**config.mk**
```make
export PLATFORM = sky130hd
export DESIGN_NAME = diagonal_distance_to_gauge_curve_unit
export DESIGN_NICKNAME = d
export VERILOG_FILES = /design/src/hdl/ddgc_pkg.sv /design/src/hdl/ddgc_datapath.sv /design/src/hdl/ddgc_ctrl.sv /design/src/hdl/diagonal_distance_to_gauge_curve_unit.sv
export SDC_FILE = /design/constraint.sdc
export NUM_CORES = 2
export LEC_CHECK = 0
export ABC_AREA = 0
export BUFFER_PORTS_ARGS = -buffer_cell sky130_fd_sc_hd__buf_4
export CORE_MARGIN = 1.5
export CORE_UTILIZATION = 44
export DETAILED_ROUTE_END_ITERATION = 7
export GPL_ROUTABILITY_DRIVEN = 0
export GPL_TIMING_DRIVEN = 0
export PLACE_DENSITY = 0.57
export RECOVER_POWER = 25
export SYNTH_ARGS = -nofsm -noshare
export SYNTH_HDL_FRONTEND = slang
export SYNTH_SLANG_ARGS = --single-unit
```
**constraint.sdc**
```tcl
create_clock -name clk_i -period 14.92 [get_ports clk_i]
set_clock_uncertainty 0.2 [all_clocks]
set_input_delay 1.492 -clock clk_i [delete_from_list [all_inputs] [get_ports clk_i]]
set_output_delay 1.492 -clock clk_i [all_outputs]
set_load 0.02 [all_outputs]
```
**src/hdl/ddgc_pkg.sv**
```systemverilog
// Shared types, widths, codes and the search phase table for the
// diagonal gauge distance unit. No dependencies.
`default_nettype none

package ddgc_pkg;

  localparam int MAX_STEPS = 16384;

  localparam int COORD_W   = 14;
  localparam int RAD_W     = 13;
  localparam int DIST_W    = 22;
  localparam int STAT_W    = 2;
  localparam int OFS_W     = 16;           // coordinate differences
  localparam int U_W       = 23;           // offsets in hundredths
  localparam int M_W       = 22;           // search offset in hundredths
  localparam int P_W       = 24;           // multiplier operand
  localparam int PROD_W    = 2 * P_W;
  localparam int F_W       = PROD_W + 1;
  localparam int STEP_W    = 8;
  localparam int CNT_W     = $clog2(MAX_STEPS + 1);
  localparam int CFG_IDX_W = 2;

  localparam logic signed [U_W-1:0] HUNDRED = U_W'(100);

  localparam logic [CFG_IDX_W-1:0] CFG_CORNER_X   = 2'd0;
  localparam logic [CFG_IDX_W-1:0] CFG_CORNER_Y   = 2'd1;
  localparam logic [CFG_IDX_W-1:0] CFG_ARC_RADIUS = 2'd2;

  localparam logic [STAT_W-1:0] ST_OK    = 2'd0;
  localparam logic [STAT_W-1:0] ST_MIXED = 2'd1;
  localparam logic [STAT_W-1:0] ST_LIMIT = 2'd2;

  typedef enum logic [1:0] {COND_GT, COND_LT, COND_GE} cond_e;
  typedef enum logic [1:0] {REG_ABOVE, REG_BELOW, REG_INSIDE} region_e;
  typedef enum logic [1:0] {MUL_R, MUL_P, MUL_Q} mul_sel_e;
  typedef enum logic [1:0] {RES_LINE, RES_WALK, RES_MIXED} res_sel_e;

  typedef struct packed {
    logic signed [STEP_W-1:0] step;
    cond_e                    cond;
    logic                     last;
  } phase_t;

  typedef struct packed {
    logic                     load;
    logic                     mul_en;
    mul_sel_e                 mul_sel;
    logic                     clr_m;
    logic                     step_en;
    logic signed [STEP_W-1:0] step;
    logic                     out_load;
    res_sel_e                 res_sel;
    logic [STAT_W-1:0]        res_status;
  } dp_cmd_t;

  typedef struct packed {
    logic line_hit;
    logic above;
    logic below;
    logic f_gt;
    logic f_lt;
  } dp_stat_t;

  // Step size, loop condition and last-phase flag of each search phase, per region.
  function automatic phase_t phase_info(region_e rg, logic [1:0] idx);
    phase_t ph;
    ph.step = STEP_W'(100);
    ph.cond = COND_LT;
    ph.last = 1'b1;
    case (rg)
      REG_ABOVE: begin
        case (idx)
          2'd0: begin ph.step = STEP_W'(-100); ph.cond = COND_GT; ph.last = 1'b0; end
          2'd1: begin ph.step = STEP_W'(10);   ph.cond = COND_LT; ph.last = 1'b0; end
          default: begin ph.step = STEP_W'(-1); ph.cond = COND_GT; ph.last = 1'b1; end
        endcase
      end
      REG_BELOW: begin
        case (idx)
          2'd0: begin ph.step = STEP_W'(100);  ph.cond = COND_GE; ph.last = 1'b0; end
          2'd1: begin ph.step = STEP_W'(100);  ph.cond = COND_LT; ph.last = 1'b0; end
          2'd2: begin ph.step = STEP_W'(-10);  ph.cond = COND_GT; ph.last = 1'b0; end
          default: begin ph.step = STEP_W'(1); ph.cond = COND_LT; ph.last = 1'b1; end
        endcase
      end
      default: begin
        ph.step = STEP_W'(100);
        ph.cond = COND_LT;
        ph.last = 1'b1;
      end
    endcase
    return ph;
  endfunction

endpackage

`default_nettype wire

```
**src/hdl/ddgc_datapath.sv**
```systemverilog
// Datapath of the diagonal gauge distance unit: configuration registers,
// operand setup, shared squaring multiplier, offset register and result register.
// Depends on ddgc_pkg.
`default_nettype none

module ddgc_datapath
  import ddgc_pkg::*;
(
  input  wire logic                        clk_i,
  input  wire logic                        rst_ni,
  input  wire logic                        cfg_we_i,
  input  wire logic [CFG_IDX_W-1:0]        cfg_idx_i,
  input  wire logic [COORD_W-1:0]          cfg_data_i,
  input  wire logic signed [COORD_W-1:0]   coord_a_i,
  input  wire logic signed [COORD_W-1:0]   coord_b_i,
  input  wire dp_cmd_t                     cmd_i,
  output dp_stat_t                         stat_o,
  output logic signed [DIST_W-1:0]         distance_o,
  output logic [STAT_W-1:0]                status_o
);

  logic signed [COORD_W-1:0] corner_x_q, corner_y_q;
  logic [RAD_W-1:0]          arc_radius_q;

  always_ff @(posedge clk_i or negedge rst_ni) begin
    if (!rst_ni) begin
      corner_x_q   <= '0;
      corner_y_q   <= '0;
      arc_radius_q <= '0;
    end else if (cfg_we_i) begin
      case (cfg_idx_i)
        CFG_CORNER_X:   corner_x_q   <= cfg_data_i;
        CFG_CORNER_Y:   corner_y_q   <= cfg_data_i;
        CFG_ARC_RADIUS: arc_radius_q <= cfg_data_i[RAD_W-1:0];
        default: ;
      endcase
    end
  end

  // Operand setup from the incoming transaction
  logic signed [OFS_W-1:0] a_x, b_x, kx_x, ky_x, rad_x, cx, cy, dx, dy, ln_src;
  logic                    hline, vline;
  logic signed [U_W-1:0]   u_d, v_d, r100_d, ln_d;

  always_comb begin
    a_x    = OFS_W'(coord_a_i);
    b_x    = OFS_W'(coord_b_i);
    kx_x   = OFS_W'(corner_x_q);
    ky_x   = OFS_W'(corner_y_q);
    rad_x  = $signed({{(OFS_W-RAD_W){1'b0}}, arc_radius_q});
    cx     = kx_x - rad_x;
    cy     = ky_x - rad_x;
    dx     = a_x - kx_x;
    dy     = b_x - ky_x;
    hline  = (a_x - dy) < cx;
    vline  = (b_x - dx) <= cy;
    ln_src = hline ? dy : dx;
    ln_d   = U_W'(ln_src) * HUNDRED;
    u_d    = U_W'(a_x - cx) * HUNDRED;
    v_d    = U_W'(b_x - cy) * HUNDRED;
    r100_d = U_W'(rad_x) * HUNDRED;
  end

  logic signed [U_W-1:0]    u_q, v_q, r100_q;
  logic signed [DIST_W-1:0] line_dist_q;
  logic                     line_hit_q, above_q, below_q;

  always_ff @(posedge clk_i) begin
    if (cmd_i.load) begin
      u_q         <= u_d;
      v_q         <= v_d;
      r100_q      <= r100_d;
      line_dist_q <= DIST_W'(ln_d);
      line_hit_q  <= hline || vline;
      above_q     <= (a_x > cx) && (b_x > cy);
      below_q     <= (a_x < cx) && (b_x < cy);
    end
  end

  logic signed [M_W-1:0] m_q;

  always_ff @(posedge clk_i) begin
    if (cmd_i.clr_m) begin
      m_q <= '0;
    end else if (cmd_i.step_en) begin
      m_q <= m_q + M_W'(cmd_i.step);
    end
  end

  // One shared squarer: radius once, then p and q for each offset
  logic signed [P_W-1:0]    op;
  logic signed [PROD_W-1:0] prod;
  logic signed [PROD_W-1:0] r2_q, pp_q, qq_q;

  always_comb begin
    case (cmd_i.mul_sel)
      MUL_R:   op = P_W'(r100_q);
      MUL_P:   op = P_W'(m_q) + P_W'(u_q);
      MUL_Q:   op = P_W'(m_q) + P_W'(v_q);
      default: op = '0;
    endcase
    prod = op * op;
  end

  always_ff @(posedge clk_i) begin
    if (cmd_i.mul_en) begin
      case (cmd_i.mul_sel)
        MUL_R:   r2_q <= prod;
        MUL_P:   pp_q <= prod;
        MUL_Q:   qq_q <= prod;
        default: ;
      endcase
    end
  end

  logic signed [F_W-1:0] f_sum, r2_ext;

  always_comb begin
    f_sum  = F_W'(pp_q) + F_W'(qq_q);
    r2_ext = F_W'(r2_q);
    stat_o.line_hit = line_hit_q;
    stat_o.above    = above_q;
    stat_o.below    = below_q;
    stat_o.f_gt     = f_sum > r2_ext;
    stat_o.f_lt     = f_sum < r2_ext;
  end

  always_ff @(posedge clk_i) begin
    if (cmd_i.out_load) begin
      status_o <= cmd_i.res_status;
      case (cmd_i.res_sel)
        RES_LINE: distance_o <= line_dist_q;
        RES_WALK: distance_o <= DIST_W'(-m_q);
        default:  distance_o <= '0;
      endcase
    end
  end

endmodule

`default_nettype wire

```
**src/hdl/ddgc_ctrl.sv**
```systemverilog
// Controller of the diagonal gauge distance unit: sequences classification,
// search phases and step counting, and owns both handshakes. Depends on ddgc_pkg.
`default_nettype none

module ddgc_ctrl
  import ddgc_pkg::*;
(
  input  wire logic     clk_i,
  input  wire logic     rst_ni,
  input  wire logic     in_valid_i,
  output logic          in_ready_o,
  output logic          out_valid_o,
  input  wire logic     out_ready_i,
  input  wire dp_stat_t stat_i,
  output dp_cmd_t       cmd_o
);

  localparam logic [2:0] S_IDLE = 3'd0;
  localparam logic [2:0] S_LINE = 3'd1;
  localparam logic [2:0] S_SQP  = 3'd2;
  localparam logic [2:0] S_SQQ  = 3'd3;
  localparam logic [2:0] S_CMP  = 3'd4;
  localparam logic [2:0] S_DONE = 3'd5;

  logic [2:0]        state_q, state_d;
  logic              classify_q, classify_d;
  region_e           region_q, region_d;
  logic [1:0]        phase_q, phase_d;
  logic [CNT_W-1:0]  steps_q, steps_d;
  res_sel_e          res_sel_q, res_sel_d;
  logic [STAT_W-1:0] res_stat_q, res_stat_d;
  logic              out_valid_q, out_valid_d;

  phase_t ph;
  logic   go;

  always_comb begin
    ph = phase_info(region_q, phase_q);
    case (ph.cond)
      COND_GT: go = stat_i.f_gt;
      COND_LT: go = stat_i.f_lt;
      COND_GE: go = !stat_i.f_lt;
      default: go = 1'b0;
    endcase
  end

  always_comb begin
    state_d    = state_q;
    classify_d = classify_q;
    region_d   = region_q;
    phase_d    = phase_q;
    steps_d    = steps_q;
    res_sel_d  = res_sel_q;
    res_stat_d = res_stat_q;
    cmd_o      = '0;

    case (state_q)
      S_IDLE: begin
        if (in_valid_i) begin
          cmd_o.load = 1'b1;
          state_d    = S_LINE;
        end
      end
      S_LINE: begin
        if (stat_i.line_hit) begin
          res_sel_d  = RES_LINE;
          res_stat_d = ST_OK;
          state_d    = S_DONE;
        end else begin
          cmd_o.mul_en  = 1'b1;
          cmd_o.mul_sel = MUL_R;
          cmd_o.clr_m   = 1'b1;
          steps_d       = '0;
          classify_d    = 1'b1;
          state_d       = S_SQP;
        end
      end
      S_SQP: begin
        cmd_o.mul_en  = 1'b1;
        cmd_o.mul_sel = MUL_P;
        state_d       = S_SQQ;
      end
      S_SQQ: begin
        cmd_o.mul_en  = 1'b1;
        cmd_o.mul_sel = MUL_Q;
        state_d       = S_CMP;
      end
      S_CMP: begin
        // The offset is unchanged between phases, so the compare stays valid.
        if (classify_q) begin
          classify_d = 1'b0;
          phase_d    = '0;
          if (!stat_i.f_gt) begin
            region_d = REG_INSIDE;
          end else if (stat_i.above) begin
            region_d = REG_ABOVE;
          end else if (stat_i.below) begin
            region_d = REG_BELOW;
          end else begin
            res_sel_d  = RES_MIXED;
            res_stat_d = ST_MIXED;
            state_d    = S_DONE;
          end
        end else if (!go) begin
          if (ph.last) begin
            res_sel_d  = RES_WALK;
            res_stat_d = ST_OK;
            state_d    = S_DONE;
          end else begin
            phase_d = phase_q + 2'd1;
          end
        end else if (steps_q >= CNT_W'(MAX_STEPS)) begin
          res_sel_d  = RES_WALK;
          res_stat_d = ST_LIMIT;
          state_d    = S_DONE;
        end else begin
          cmd_o.step_en = 1'b1;
          cmd_o.step    = ph.step;
          steps_d       = steps_q + CNT_W'(1);
          state_d       = S_SQP;
        end
      end
      S_DONE: begin
        // Hold until the output register is free
        if (!out_valid_q || out_ready_i) begin
          cmd_o.out_load   = 1'b1;
          cmd_o.res_sel    = res_sel_q;
          cmd_o.res_status = res_stat_q;
          state_d          = S_IDLE;
        end
      end
      default: state_d = S_IDLE;
    endcase
  end

  always_comb begin
    if (cmd_o.out_load) begin
      out_valid_d = 1'b1;
    end else if (out_ready_i) begin
      out_valid_d = 1'b0;
    end else begin
      out_valid_d = out_valid_q;
    end
  end

  always_ff @(posedge clk_i or negedge rst_ni) begin
    if (!rst_ni) begin
      state_q     <= S_IDLE;
      classify_q  <= 1'b0;
      region_q    <= REG_ABOVE;
      phase_q     <= '0;
      steps_q     <= '0;
      res_sel_q   <= RES_LINE;
      res_stat_q  <= ST_OK;
      out_valid_q <= 1'b0;
    end else begin
      state_q     <= state_d;
      classify_q  <= classify_d;
      region_q    <= region_d;
      phase_q     <= phase_d;
      steps_q     <= steps_d;
      res_sel_q   <= res_sel_d;
      res_stat_q  <= res_stat_d;
      out_valid_q <= out_valid_d;
    end
  end

  assign in_ready_o  = (state_q == S_IDLE);
  assign out_valid_o = out_valid_q;

  a_steps_bounded: assert property (@(posedge clk_i) disable iff (!rst_ni)
    steps_q <= CNT_W'(MAX_STEPS))
    else $error("step counter passed the limit");

  a_no_overwrite: assert property (@(posedge clk_i) disable iff (!rst_ni)
    cmd_o.out_load |-> (!out_valid_q || out_ready_i))
    else $error("result register overwritten while still pending");

  a_load_starts: assert property (@(posedge clk_i) disable iff (!rst_ni)
    (in_valid_i && in_ready_o) |=> (state_q == S_LINE))
    else $error("accepted transaction did not start the search");

  a_step_only_in_cmp: assert property (@(posedge clk_i) disable iff (!rst_ni)
    cmd_o.step_en |-> (state_q == S_CMP && !classify_q))
    else $error("offset stepped outside a search compare");

endmodule

`default_nettype wire

```
**src/hdl/diagonal_distance_to_gauge_curve_unit.sv**
```systemverilog
// Diagonal distance to a gauge curve (two straight lines joined by a quarter
// circle), one result per transaction. A point that hits a straight part goes
// from the line check straight to the result. A point on the arc is found by a
// search whose steps each pass the one shared squaring multiplier in turn (p
// squared, q squared, compare); the search stops at the 16384-step limit.
// One transaction is in work at a time; the output register lets the next
// transaction be accepted while a result still waits to be taken. Depends on
// ddgc_pkg, ddgc_ctrl, ddgc_datapath.
`default_nettype none

module diagonal_distance_to_gauge_curve_unit
  import ddgc_pkg::*;
(
  input  wire logic                      clk_i,
  input  wire logic                      rst_ni,
  input  wire logic                      cfg_we_i,
  input  wire logic [CFG_IDX_W-1:0]      cfg_idx_i,
  input  wire logic [COORD_W-1:0]        cfg_data_i,
  input  wire logic                      in_valid_i,
  output logic                           in_ready_o,
  input  wire logic signed [COORD_W-1:0] coord_a_i,
  input  wire logic signed [COORD_W-1:0] coord_b_i,
  output logic                           out_valid_o,
  input  wire logic                      out_ready_i,
  output logic signed [DIST_W-1:0]       distance_o,
  output logic [STAT_W-1:0]              status_o
);

  dp_cmd_t  cmd;
  dp_stat_t stat;

  ddgc_ctrl u_ctrl (
    .clk_i       (clk_i),
    .rst_ni      (rst_ni),
    .in_valid_i  (in_valid_i),
    .in_ready_o  (in_ready_o),
    .out_valid_o (out_valid_o),
    .out_ready_i (out_ready_i),
    .stat_i      (stat),
    .cmd_o       (cmd)
  );

  ddgc_datapath u_datapath (
    .clk_i      (clk_i),
    .rst_ni     (rst_ni),
    .cfg_we_i   (cfg_we_i),
    .cfg_idx_i  (cfg_idx_i),
    .cfg_data_i (cfg_data_i),
    .coord_a_i  (coord_a_i),
    .coord_b_i  (coord_b_i),
    .cmd_i      (cmd),
    .stat_o     (stat),
    .distance_o (distance_o),
    .status_o   (status_o)
  );

endmodule

`default_nettype wire
```
# Yosys cells after proc, flatten, opt, wreduce, memory -nomap -nowiden
# Index checks and enable logic that the tools add are counted.
# word_totals
register_bits	345
inputBits	49
output_inout_bits	26
word_cells	172
# op_classes
addsub	15
multipliers	5
magnitude_cmp	9
eq_ne	30
mux	61
reduce_logical	28
# ops
op	n
one-hot mux 24 bit (3 select lines)	1
subtractor 14 x 15 -> 16 bit	4
2-to-1 mux 15 bit	4
subtractor 14 x 14 -> 15 bit	4
adder 48 x 48 -> 49 bit	1
greater-than comparator 49 x 48 -> 1 bit	1
less-than comparator 49 x 48 -> 1 bit	1
adder 22 x 23 -> 24 bit	2
multiplier 24 x 24 -> 48 bit	1
multiplier 23 x 6 -> 21 bit, second input constant	2
one-hot mux 11 bit (2 select lines)	2
one-hot mux 22 bit (2 select lines)	1
2-to-1 mux 2 bit	21
2-to-1 mux 9 bit	4
one-hot mux 11 bit (3 select lines)	1
greater-than comparator 14 x 15 -> 1 bit	2
less-than comparator 14 x 15 -> 1 bit	2
2-to-1 mux 3 bit	10
one-hot mux 15 bit (2 select lines)	1
adder 22 x 8 -> 22 bit	1
negation 22 bit	1
multiplier 16 x 6 -> 20 bit, second input constant	1
multiplier 13 x 5 -> 18 bit, second input constant	1
one-hot mux 3 bit (6 select lines)	1
36 further kinds	78

# Depth between registers and ports, before layout
# logic_depth
word_depth	9
ltp_mapped	45
ltp_nobuf	43

# Cells and area by module
# From an unflattened synthesis, not the netlist that was laid out.
# hier_totals
hier_cells	4904
area_unflattened_um2	47551.9
# modules_own_cells
mod	instances	cells_each	area_per_inst_um2	seq_area_each_um2
ddgc_datapath	1	4691	45737.6	8913.5
ddgc_ctrl	1	213	1814.2	675.6

# Worst setup path after synthesis
# OpenSTA, ideal clock, no wires.
# synth_path
path_kind	reg-to-reg
from	register u_ctrl.state_q[2]
to	register u_datapath.pp_q[47], data pin
arrival_time_ns	12.155
required_ns	14.451
path_slack_ns	2.296
path_stages_with_launch	45
n_path_buf	4
path_cell_list	dfrtp_1 -> clkbuf_1 -> nand3b_1 -> inv_1 -> ha_1 -> clkbuf_1 -> mux2_2 -> ha_1 -> fa_1 -> a211oi_1 -> o21ai_0 -> nand2_1 -> o21ai_0 -> o41ai_1 -> o2111a_1 -> nor2_1 -> xor2_1 -> and2_1 -> [9 not listed] -> inv_1 -> fa_1 -> fa_1 -> inv_1 -> fa_1 -> inv_1 -> ha_1 -> and3_1 -> a221o_1 -> a21o_1 -> or3_1 -> o211a_1 -> a21oi_1 -> a31o_2 -> o211a_1 -> o31ai_1 -> a21oi_1 -> xnor2_1
# synth_via
elab_chain_len	5
# synth_lines
element	line_no	text
start: declaration	ddgc_ctrl.sv:25	logic [2:0] state_q, state_d;
start signal: assignment	ddgc_ctrl.sv:157	state_q <= state_d;
equality test 3 x 2 -> 1 bit / equality test 3 x 1 -> 1 bit (equally long branches)	ddgc_ctrl.sv:57	case (state_q)
one-hot mux 3 bit (3 select lines) *	ddgc_ctrl.sv:57	
equality test 2 bit, or another cell as far along	ddgc_datapath.sv:96	case (cmd_i.mul_sel)
one-hot mux 24 bit (3 select lines) *	ddgc_datapath.sv:96	
multiplier 24 x 24 -> 48 bit *	ddgc_datapath.sv:102	prod = op * op;
net u_datapath.prod[47]	ddgc_datapath.sv:92	logic signed [PROD_W-1:0] prod;
end signal: assignment	ddgc_datapath.sv:109	MUL_P: pp_q <= prod;
end: declaration	ddgc_datapath.sv:93	logic signed [PROD_W-1:0] r2_q, pp_q, qq_q;
# Mark *: on every way through the listed nets, which the timed path passes. The rest lies on a longest branch.
# A chain may end at the register's enable or synchronous reset.

# Worst setup path after layout
# layout_path
from	register u_ctrl.state_q[2]
to	register u_datapath.pp_q[45], data pin
# The elaborated chain is that of the path after synthesis.

==> impl_metrics.toml <==
[detailed_routing]
wl_mm = 123
drt_first_pass_iters = 6
route.detailed.drc = 0
wl_per_cell_um = 19.2
viasPerCell = 5.22
vias = 33448
final_antenna_net_count = 0
drt-initial-drc-count = 1893

[timing]
slew_headroom = -1.99
slew_viol_final = 203
min_period_ns = 14.11
period_share = 0.946
fmax_ghz = 0.0709
finalHoldViolCount = 0
tightest_slew_ns = 4.48
finalSetupViolCount = 0
rsz0062_at_grt = "no"

[global_route]
overflow = 0
antenna_found_initial = 1
grt_pass1_vias = 34527
grt_use_total = 0.232
grt_pass1_wl_mm = 194
grt_max_degree = 69

[clocking]
clk_path_buf_depth = 3
clock-sinks = 338
postCtsSetupBuffers = 0
cts.htree.levels = 2
cts_buffers = 43
path_clk_slew_ns = 0.06
cts_tree = "yes"
cts_root_buffer = "clkbuf_16"
clk_latency_ns = 0.63

[yosys]
synth_async_sr_flop_share = 0.201
yosysTopAreaCell = "fa_1"
synth-warning-count = 0
syn_area_um2 = 47000
syn-num-nets = 6140
avgSynthCellArea_um2 = 9.67
ys_types = 77
synth_seq_area_share = 0.204
ys_dominant_reg_cell = "edfxtp_1"
synth_seq_cells = 338
synth_common_cells = "inv_1 (1014), fa_1 (616), ha_1 (615)"
yosys.cell_count.top_type = "inv_1"
syn_inst = 4860
synth_edf_count = 248
synth_area_leaders = "fa_1 (26%), ha_1 (16%), edfxtp_1 (16%), inv_1 (8.1%), xnor2_1 (4.1%)"
synth_top_area_share = 0.262

[floorplanning]
die_area_um2 = 109000
rows = 119
core_um2 = 106000
start_util = 0.445
die_w_um = 330
fp.dieH_um = 330
io_pins = 75

[outcome]
status = "complete, but fails checks"
violations = "capacitance limit, slew limit"

[setup_path]
reg2reg_from = "u_ctrl.state_q[2]$_DFFE_PN0P_"
cp.required_ns = 15.10
critPathTopFamily = "adder cells"
r2r_end = "u_datapath.pp_q[45]$_DFFE_PP_"
ff2ff_path_depth = 44
setup.worst_path.end_class = "register"
crit_start = "u_ctrl.state_q[2]$_DFFE_PN0P_"
worst-path-buf-inv = 10
r2r_slack_ns = 0.81
critical_path_class = "register to register"
slowest_stage = "o41ai_1"
cp_slowest_stage_delay_ns = 0.65
cp.arrival_ns = 14.30
cp-start-kind = "register"
crit_path_frequent_cell = "fa_1"
cp_max_fo = 10

[place]
numPortBuffers = 74
hpwlAfterDp_mm = 104

[worst_hold_path]
hp-start = "u_datapath.corner_y_q[0]$_DFFE_PN0P_"
hold_path_class = "register to register"
min_path_cells = 1
worstHoldEndpoint = "u_datapath.corner_y_q[0]$_DFFE_PN0P_"

[finish]
syn_to_final_growth_pct = 7.99
drive_gt1_frac = 0.0469
fin_util = 0.481
final_net_count = 6263

[flow_run]
drv_cap = 4
routing by layer:
| layer | share of wire | vias up | global-route usage |
|---|---|---|---|
| met5 | 0.000089 | - | 0 |
| met1 | 0.44 | 16222 | 0.306 |
| met2 | 0.47 | 847 | 0.388 |
| met3 | 0.049 | 234 | 0.0283 |
| li1 | - | 16143 | - |
| met4 | 0.044 | 2 | 0.0937 |
registers in the layout (all words and copies together), names as in the netlist, 2 cells and up:
signal / cells
u_datapath.pp_q: 47
u_datapath.qq_q: 47
u_datapath.r2_q: 47
u_datapath.distance_o: 22
u_datapath.m_q: 22
u_datapath.u_q: 21
u_datapath.v_q: 21
u_datapath.line_dist_q: 20
u_datapath.r100_q: 18
u_ctrl.steps_q: 15
u_datapath.corner_x_q: 14
u_datapath.corner_y_q: 14
u_datapath.arc_radius_q: 13
u_ctrl.state_q: 3
u_ctrl.phase_q: 2
u_ctrl.region_q: 2
u_ctrl.res_stat_q: 2
u_datapath.status_o: 2
layout by cell type (no fill, tap or decap), types with 81 or more instances in the layout:
cell type / synthesis / routed
edfxtp_1: 248 / 248
inv_1: 1014 / 1014
nor2_1: 296 / 296
xnor2_1: 218 / 218
a21o_1: 95 / 95
nand2_1: 383 / 383
o21ai_0: 165 / 165
xor2_1: 82 / 81
a21oi_1: 204 / 204
ha_1: 615 / 613
fa_1: 616 / 616
timing repair:
| item | in CTS | in global routing |
|---|---|---|
| endpoints found under the setup margin | 0 | 30 |
| gates resized for setup | 0 | 4 |
| hold buffers | 0 | 0 |
stage by stage:
stage	setup TNS [ns]	setup slack [ns]	instances	instance area [um^2]	hold WS, ns
after floorplan	0	2.30	4860	47000	0.256
after global routing	0	0.188	6407	50800	0.357
after global placement	-78.70	-1.92	6325	49300	0.317
after CTS	0	0.0871	6407	50800	0.339
after detailed placement	0	0.160	6329	49400	0.320
final	0	0.807	6408	50800	0.333
area by class of cell:
cell class / instances / area [um^2]
diodes: 1 / 2.50
plain buffers: 82 / 325
clock buffers: 50 / 1120
clock inverters: 28 / 267
fillers: 10068 / 54800
inverters: 1018 / 3820
multi-input cells: 3422 / 33300
flip-flops and latches: 338 / 9590
well taps: 1391 / 1740
repair buffers: 78 / 576
worst max-delay path by stage:
stage | to | slack, ns | cells after the start
floorplan | u_datapath.pp_q[47]$_DFFE_PP_ | 2.30 | 44
finish | u_datapath.pp_q[45]$_DFFE_PP_ | 0.81 | 44
detailed placement | u_datapath.pp_q[46]$_DFFE_PP_ | 0.16 | 44
global route | u_datapath.qq_q[46]$_DFFE_PP_ | 0.19 | 44
CTS | u_datapath.r2_q[46]$_DFFE_PP_ | 0.09 | 44
global placement | u_datapath.pp_q[42]$_DFFE_PP_ | -1.92 | 44
cells by family (layout without fill, tap and decap cells):
kind of cell	count (synthesis)	count (layout)	share of synthesized area
AO/OA/AOI/OAI	753	753	0.104
flip-flops	338	338	0.204
AND/OR/NAND/NOR	1053	1053	0.102
other	0	1	0
XOR/XNOR	300	300	0.0559
multiplexers	85	85	0.0195
buffers and inverters	1100	1256	0.0882
adder cells (fa/ha/maj)	1231	1231	0.426
Power is left out: the tool's default activity adds up to more than one toggle a clock period on the data nets, which glitch-free logic cannot reach.
